$ cat config.mk
export PLATFORM = sky130hd
export DESIGN_NAME = ips_front
export DESIGN_NICKNAME = d
export VERILOG_FILES = /design/src/rtl/core/ips_pkg.sv /design/src/rtl/core/ips_front.sv
export SDC_FILE = /design/constraint.sdc
export NUM_CORES = 1
export LEC_CHECK = 0
export BUFFER_PORTS_ARGS = -buffer_cell sky130_fd_sc_hd__buf_4
export CORE_ASPECT_RATIO = 1.1
export CORE_MARGIN = 5
export CORE_UTILIZATION = 32
export CTS_BUF_LIST = sky130_fd_sc_hd__clkbuf_16
export DETAILED_ROUTE_END_ITERATION = 12
export GPL_TIMING_DRIVEN = 0
export PLACE_DENSITY_LB_ADDON = 0.15
export SKIP_LAST_GASP = 1
export SYNTH_ARGS = -nofsm -noshare
export SYNTH_HDL_FRONTEND = slang
export SYNTH_SLANG_ARGS = --single-unit
$ cat constraint.sdc
create_clock -name clk -period 3.36 [get_ports clk]
set_input_delay 0.504 -clock clk [delete_from_list [all_inputs] [get_ports clk]]
set_output_delay 0.504 -clock clk [all_outputs]
set_load 0.005 [all_outputs]
$ cat src/rtl/core/ips_pkg.sv
// Shared types, constants and the case-folding helper function of the incremental prefix search block.
package ips_pkg;

	localparam int ENTRIES       = 32;
	localparam int STRING_LENGTH = 32;
	localparam int ENTRY_W       = $clog2(ENTRIES);
	localparam int POS_W         = $clog2(STRING_LENGTH);
	localparam int DEPTH_W       = $clog2(STRING_LENGTH + 1);
	localparam int ADDR_W        = ENTRY_W + POS_W;
	localparam int TABLE_DEPTH   = ENTRIES * STRING_LENGTH;
	localparam int QUEUE_DEPTH   = 2;
	localparam int QCNT_W        = $clog2(QUEUE_DEPTH + 1);
	localparam int QPTR_W        = $clog2(QUEUE_DEPTH);

	typedef logic [ENTRY_W-1:0] entry_t;
	typedef logic [POS_W-1:0]   pos_t;
	typedef logic [DEPTH_W-1:0] depth_t;
	typedef logic [ADDR_W-1:0]  addr_t;
	typedef logic [7:0]         char_t;
	typedef logic [2:0]         status_t;
	typedef logic [1:0]         action_t;
	typedef logic [QCNT_W-1:0]  qcnt_t;
	typedef logic [QPTR_W-1:0]  qptr_t;

	localparam action_t ACT_WRITE = 2'd0;
	localparam action_t ACT_START = 2'd1;
	localparam action_t ACT_KEY   = 2'd2;

	localparam char_t KEY_ESCAPE = 8'd27;
	localparam char_t KEY_RETURN = 8'd13;

	localparam status_t ST_NARROWED = 3'd0;
	localparam status_t ST_FINAL    = 3'd1;
	localparam status_t ST_NOMATCH  = 3'd2;
	localparam status_t ST_ABORTED  = 3'd3;
	localparam status_t ST_IGNORED  = 3'd4;

	localparam int CFG_LAST_ENTRY     = 0;
	localparam int CFG_CASE_SENSITIVE = 1;

	typedef enum logic [1:0] {
		CMD_WRITE,
		CMD_START,
		CMD_KEY
	} cmd_kind_t;

	typedef struct packed {
		cmd_kind_t kind;
		entry_t    entry;
		pos_t      position;
		char_t     ch;
	} cmd_t;

	typedef enum logic [2:0] {
		BK_IDLE,
		BK_SCAN_RD,
		BK_SCAN_CMP,
		BK_EQ_RA,
		BK_EQ_RB,
		BK_EQ_CHK,
		BK_EMIT
	} back_state_t;

	function automatic char_t fold(input char_t c, input logic case_sensitive);
		char_t r;
		r = c;
		if (!case_sensitive && c >= "a" && c <= "z") begin
			r = c - 8'd32;
		end
		return r;
	endfunction

endpackage

$ cat src/rtl/core/ips_front.sv
// Front end: accepts input beats, classifies them into commands and queues them.
module ips_front (
	input  logic                clk,
	input  logic                arst_n,
	input  logic                cmd_valid,
	output logic                cmd_ready,
	input  ips_pkg::action_t    action,
	input  ips_pkg::entry_t     entry,
	input  ips_pkg::pos_t       position,
	input  ips_pkg::char_t      char_value,
	output logic                q_valid,
	input  logic                q_ready,
	output ips_pkg::cmd_t       q_cmd
);

	ips_pkg::cmd_t queue_q [ips_pkg::QUEUE_DEPTH];
	ips_pkg::qptr_t wr_ptr_q;
	ips_pkg::qptr_t rd_ptr_q;
	ips_pkg::qcnt_t count_q;
	ips_pkg::cmd_t cls_cmd;
	logic is_cmd;
	logic push;
	logic pop;

	always_comb begin
		cls_cmd.kind     = ips_pkg::CMD_WRITE;
		cls_cmd.entry    = entry;
		cls_cmd.position = position;
		cls_cmd.ch       = char_value;
		is_cmd           = 1'b1;
		unique case (action)
			ips_pkg::ACT_WRITE: cls_cmd.kind = ips_pkg::CMD_WRITE;
			ips_pkg::ACT_START: cls_cmd.kind = ips_pkg::CMD_START;
			ips_pkg::ACT_KEY:   cls_cmd.kind = ips_pkg::CMD_KEY;
			default:            is_cmd = 1'b0;
		endcase
	end

	assign cmd_ready = (count_q != ips_pkg::qcnt_t'(ips_pkg::QUEUE_DEPTH));
	assign push      = cmd_valid && cmd_ready && is_cmd;
	assign q_valid   = (count_q != '0);
	assign q_cmd     = queue_q[rd_ptr_q];
	assign pop       = q_valid && q_ready;

	always_ff @(posedge clk) begin
		if (push) begin
			queue_q[wr_ptr_q] <= cls_cmd;
		end
	end

	always_ff @(posedge clk or negedge arst_n) begin
		if (!arst_n) begin
			wr_ptr_q <= '0;
			rd_ptr_q <= '0;
			count_q  <= '0;
		end else begin
			if (push) begin
				wr_ptr_q <= wr_ptr_q + ips_pkg::qptr_t'(1);
			end
			if (pop) begin
				rd_ptr_q <= rd_ptr_q + ips_pkg::qptr_t'(1);
			end
			if (push && !pop) begin
				count_q <= count_q + ips_pkg::qcnt_t'(1);
			end else if (pop && !push) begin
				count_q <= count_q - ips_pkg::qcnt_t'(1);
			end
		end
	end

endmodule

==> results of run 1 <==
cells in the final DEF, fill, tap and decap left out:
cell / instances
buf_4: 47
edfxtp_1: 40
mux2_2: 20
clkbuf_16: 5
dfrtp_1: 4
xnor2_1: 3
nor2b_1: 2
inv_1: 2
nor2_2: 2
xor2_1: 2
clkinv_2: 2
buf_16: 2
nand2_1: 1
nand2b_4: 1
nand3_4: 1
or2_4: 1
nand2_4: 1
nor2_1: 1
ha_1: 1
clkinv_1: 1
cell usage after synthesis, drive strengths merged:
master / n
buf: 2
dfrtp: 4
edfxtp: 40
ha: 1
inv: 2
mux2: 20
nand2: 2
nand2b: 1
nand3: 1
nor2: 3
nor2b: 2
or2: 1
xnor2: 3
xor2: 2
how the worst max path moves through the flow:
stage / start / endpoint / slack (ns) / depth (start not counted)
6_report: rd_ptr_q$_DFFE_PN0P_ / q_cmd[9] / 1.51 / 3
3_3_place_gp: action[0] / queue_q[0][4]$_DFFE_PP_ / 0.75 / 4
5_1_grt: rd_ptr_q$_DFFE_PN0P_ / q_cmd[9] / 1.44 / 3
4_1_cts: rd_ptr_q$_DFFE_PN0P_ / q_cmd[7] / 1.48 / 3
3_5_place_dp: action[0] / queue_q[0][18]$_DFFE_PP_ / 1.60 / 5
2_1_floorplan: action[0] / queue_q[1][0]$_DFFE_PP_ / 1.41 / 3
kinds of logic (layout without fill, tap and decap cells):
group / count (synthesis) / after routing / synth area share, %
AND/OR/NAND/NOR: 10 / 10 / 4.68
adder cells (fa/ha/maj): 1 / 1 / 0.743
flip-flops: 44 / 44 / 77.3
multiplexers: 20 / 20 / 13.4
buffers and inverters: 4 / 59 / 1.34
XOR/XNOR: 5 / 5 / 2.60
state kept, by name (all words and copies together) (netlist names):
signal	cells
queue_q	40
wr_ptr_q	1
count_q	2
rd_ptr_q	1
through the flow:
stage	setup slack, ns	utilization [%]
after floorplan	1.41	-
after global placement	0.750	41.3
after detailed placement	1.60	42.5
after CTS	1.48	45.3
after global routing	1.44	45.3
final	1.51	45.3
per-layer routing:
metal	vias to the layer above	global-route usage, %	wire [um]
met2	25	17.2	1660
met5	-	0	0
met1	421	9.54	1100
met4	0	3.75	51
met3	7	3.89	190
li1	422	-	-
power by group through the flow:
stage | Combinational (W) | Sequential, W | Clock, W
after floorplan | 0.000323 | 0.000773 | 0
after global placement | 0.000567 | 0.000780 | 0
after detailed placement | 0.000627 | 0.000783 | 0
after CTS | 0.000630 | 0.000772 | 0.000464
after global routing | 0.000664 | 0.000782 | 0.000485
final | 0.000605 | 0.000770 | 0.000453
worst max-delay path, delay by kind of cell (launching register included):
family / cells / cell delay, ns
DFF: 1 / 0.37
muxes: 1 / 0.36
buffers and inverters: 2 / 0.35
cell type report:
class                      count  area [um2]  area share, %
clock buffer                   5         125           5.46
inverter                       2        7.51          0.327
timing repair buffer          47         393           17.1
buffer                         2        15.0          0.655
sequential                    44        1300           56.7
clock inverter                 3        13.8          0.600
tap                           58        72.6           3.16
multi-input combinational     36         365           15.9
==> metrics.txt, run 1 <==
Max-cap violations 0; fill cell count 477; VDD IR max 0.422 mV; total die area 6820 um2; drt total wl 3000 um; share of layout cells above drive strength 1 59.0%; Synth Instances 84; dpl hpwl 2220 um; Net Switching 0.000475 W; FP Rows 27; post-synth cell types 15; routability cong. 0.671; CTS Sinks 44; Layout area overhead 36.2%; Seq/Total Area, Yosys 77.3%; Worst-path clk slew 0.06 ns; Die Span Y 86.1 um; area post-placement 2150 um2; Final nets 163; worst rel slew slack 70.0%; crit path cell chain buf_4, mux2_2, buf_4; top cells by area, synth edfxtp_1 (71%), mux2_2 (13%), dfrtp_1 (5.9%); RSZ-0062 raised after global routing false; register bit count reported by yosys 44; via count 875; Yosys top cell area share 71.3%; Clock Path Buffers 2; clock share of power 24.8%; CP max-delay cell dfrtp_1; H-Tree Depth 2; final slew viol count 0; fmax 540 MHz; initial antenna violation count 0; placed cells 189; Post-CTS Setup Inserts 0; Final Hold Vio Count 0; startpoint class of the critical path register; reg-to-reg critical path startpoint count_q[0]$_DFFE_PN0P_; Core Region 5070 um2; final std cells w/o fill 197; Top cell by count, worst path buf_4; clock latency on the worst-skew pair 0.28 ns; GRT overflow 0; WL/cell 15.2 um; number of remaining DRC errors 0; GRT Overall Usage 9.46%; CTS tree done; switching share of power 26.0%; post-route setup TNS 0 ns; Initial Utilization 33.2%; ANT nets after route 0; Total Power 0.00183 W; Worst setup EP type primary output; IO buf count 45; Final min period 1.85 ns; clock root buffer clkbuf_16; Final period util 55.2%; Least-Margin Pin Slew 0.450 ns; leakage power total 0.887 nW; 1st-iter DRT viols 24; Hold Crit Class in -> async; Syn Nets 109; final instance area 2290 um2; flop-to-flop setup slack 1.79 ns; power density cells 797 nW/um2; global-route wire length before repair 4820 um; R2R Path End queue_q[0][15]$_DFFE_PP_; max incr delay on CP 0.37 ns; warnings from Yosys 0; I/O Pins 46; Sequential Power Share 42.1%; # diodes 0; critical path class reg -> out; internal power 0.00135 W; largest net degree at the start of global routing 16; post-CTS sizing 0; CTS hold repair buffers 0; Cell Area, Synth 1680 um2; leading area contributor after synthesis edfxtp_1; DRT Pass-1 Iters 3; Via density 4.44; syn avg cell area 20.0 um2; required time worst endpoint 2.86 ns; vias in the first global route 1020; status finished, final reports clean; CP max FO 10; setup violators final 0; Comb pwr share 33.1%; Fin Clk Skew 0.00377 ns; Min Hold Slack 0.0103 ns; chip width 79.2 um; reg2reg path depth 4; crit path DAT 1.35 ns; CTS buffer count 5
No activity file was read; power rests on OpenSTA's default activity.
==> inputs of run 2 (changes only) <==
==> constraint.sdc (replaced) <==
create_clock -name clk -period 1.9 [get_ports clk]
set_input_delay 0.285 -clock clk [delete_from_list [all_inputs] [get_ports clk]]
set_output_delay 0.285 -clock clk [all_outputs]
set_load 0.005 [all_outputs]
==> run 2 against run 1 <==
Against the previous run:
- sequential share of layout area decreased by 0.25 points
- core utilization increased by 0.20 points
- largest power group unchanged
- sequential power increased by 77%
- highest routed layer unchanged
- critical path type unchanged
==> metrics.txt, run 2 (same netlist as run 1, synthesis figures left out) <==
number of remaining DRC errors 0 (unchanged); crit path cell chain buf_4, mux2_2, buf_4; power density cells 1400 nW/um2 (+76%); Layout area overhead 36.8%; CP max-delay cell dfrtp_1; critical path class reg -> out; Least-Margin Pin Slew 0.450 ns (unchanged); FP Rows 27 (unchanged); Final period util 86.0%; Top cell by count, worst path buf_4; placed cells 189 (unchanged); share of layout cells above drive strength 1 58.6% (-0.42 points); status finished, final reports clean; Worst setup EP type primary output; most common cell after layout, fill and taps aside buf_4; Initial Utilization 33.2% (unchanged); max incr delay on CP 0.37 ns (about the same); Final Hold Vio Count 0 (unchanged); H-Tree Depth 2 (unchanged); Clock Path Buffers 2 (unchanged); leakage power total 0.891 nW (+0.47%); Final nets 164 (+0.61%); Max-cap violations 0 (unchanged); Worst-path clk slew 0.06 ns (about the same); fill cell count 476 (-0.21%); flop-to-flop setup slack 0.33 ns (-1.46 ns); CTS Sinks 44 (unchanged); WL/cell 15.3 um (+0.36%); Fin Clk Skew 0.00377 ns (unchanged); initial antenna violation count 0 (unchanged); Largest Register queue_q; worst rel slew slack 70.0% (unchanged); chip width 79.2 um (unchanged); VDD IR max 0.747 mV (+77%); Final min period 1.63 ns; Die Span Y 86.1 um (unchanged); fmax 612 MHz; GRT Overall Usage 9.50% (+0.044 points); dpl ws 0.285 ns (-1.31 ns); # diodes 0 (unchanged); 1st-iter DRT viols 24 (unchanged); Hold Crit Class in -> reg; CTS tree done; total die area 6820 um2 (unchanged); crit path DAT 1.35 ns (about the same); final std cells w/o fill 198 (+0.51%); post-route setup TNS 0 ns (unchanged); CP max FO 10 (unchanged); startpoint class of the critical path register; clock root buffer clkbuf_16; biggest regs queue_q (40), count_q (2); cell family with most CP delay flip-flops; Total Power 0.00324 W (+77%); setup violators final 0 (unchanged); Largest register FFs 40 (unchanged); global-route wire length before repair 4840 um (+0.42%); routability cong. 0.671 (unchanged); clock latency on the worst-skew pair 0.28 ns (about the same); Via density 4.44 (about the same); Core Region 5070 um2 (unchanged); PnR worst setup slack 0.266 ns (-1.24 ns); CTS buffer count 5 (unchanged); ANT nets after route 0 (unchanged); required time worst endpoint 1.62 ns (-1.24 ns); GRT overflow 0 (unchanged); vias in the first global route 1026 (+0.59%); via count 879 (+0.46%); I/O Pins 46 (unchanged); Min Hold Slack 0.191 ns (+0.180 ns); RSZ-0062 raised after global routing false; largest net degree at the start of global routing 16 (unchanged); drt total wl 3030 um (+0.87%); IO buf count 45 (unchanged); final slew viol count 0 (unchanged); CP Buf/Inv Count 2 (unchanged); post-CTS sizing 0 (unchanged); DRT Pass-1 Iters 3 (unchanged); dpl hpwl 2220 um (unchanged); most frequent cells in the layout buf_4 (47), edfxtp_1 (40), mux2_2 (20)
## run 2: metrics by stage
| step | util (%) | area [um2] |
|---|---|---|
| 3_5_place_dp | 42.5 | 2150 |
| 2_1_floorplan | - | 1680 |
| 3_3_place_gp | 41.3 | 2090 |
| 4_1_cts | 45.5 | 2300 |
| 5_1_grt | 45.5 | 2300 |
| 6_report | 45.5 | 2300 |
## run 2: final timing paths
path | start | endpoint | cells after the start
worst max-delay path | rd_ptr_q$_DFFE_PN0P_ | q_cmd[9] | 3
worst min-delay path | position[4] | queue_q[1][12]$_DFFE_PP_ | 1
worst max register to register | count_q[0]$_DFFE_PN0P_ | queue_q[0][15]$_DFFE_PP_ | 4
worst min register to register | wr_ptr_q$_DFFE_PN0P_ | wr_ptr_q$_DFFE_PN0P_ | 1
max in group asynchronous | arst_n | wr_ptr_q$_DFFE_PN0P_ | 2
min in group asynchronous | arst_n | count_q[0]$_DFFE_PN0P_ | 2
## run 2: cell type report
cell class	count	area, um2	area share (%)
clock inverters	3	13.8	0.598
well taps	58	72.6	3.15
plain buffers	2	15.0	0.652
multi-input cells	36	365	15.9
flip-flops and latches	44	1300	56.5
repair buffers	48	403	17.5
inverters	2	7.51	0.326
clock buffers	5	125	5.43
## run 2: where the power goes
part           internal (W)  switching (W)  total [W]  leakage [nW]
registers           0.00128      0.0000792    0.00136         0.416
logic              0.000635       0.000438    0.00107         0.404
clock network      0.000477       0.000324   0.000801        0.0710
total               0.00240       0.000841    0.00324         0.891
## run 2: layer usage
layer / wire (um) / GRT usage, % / part of all wire (%) / up-vias
met5: 0 / 0 / 0 / -
met4: 51 / 3.75 / 1.7 / 0
met3: 196 / 3.89 / 6.5 / 7
met2: 1690 / 17.4 / 56 / 25
met1: 1090 / 9.48 / 36 / 423
li1: - / - / - / 424
## run 2: repair_timing
action,4_1_cts,5_1_grt
hold endpoints to repair,4,0
endpoints found under the setup margin,0,0
buffers inserted,0,0
hold buffers,1,0
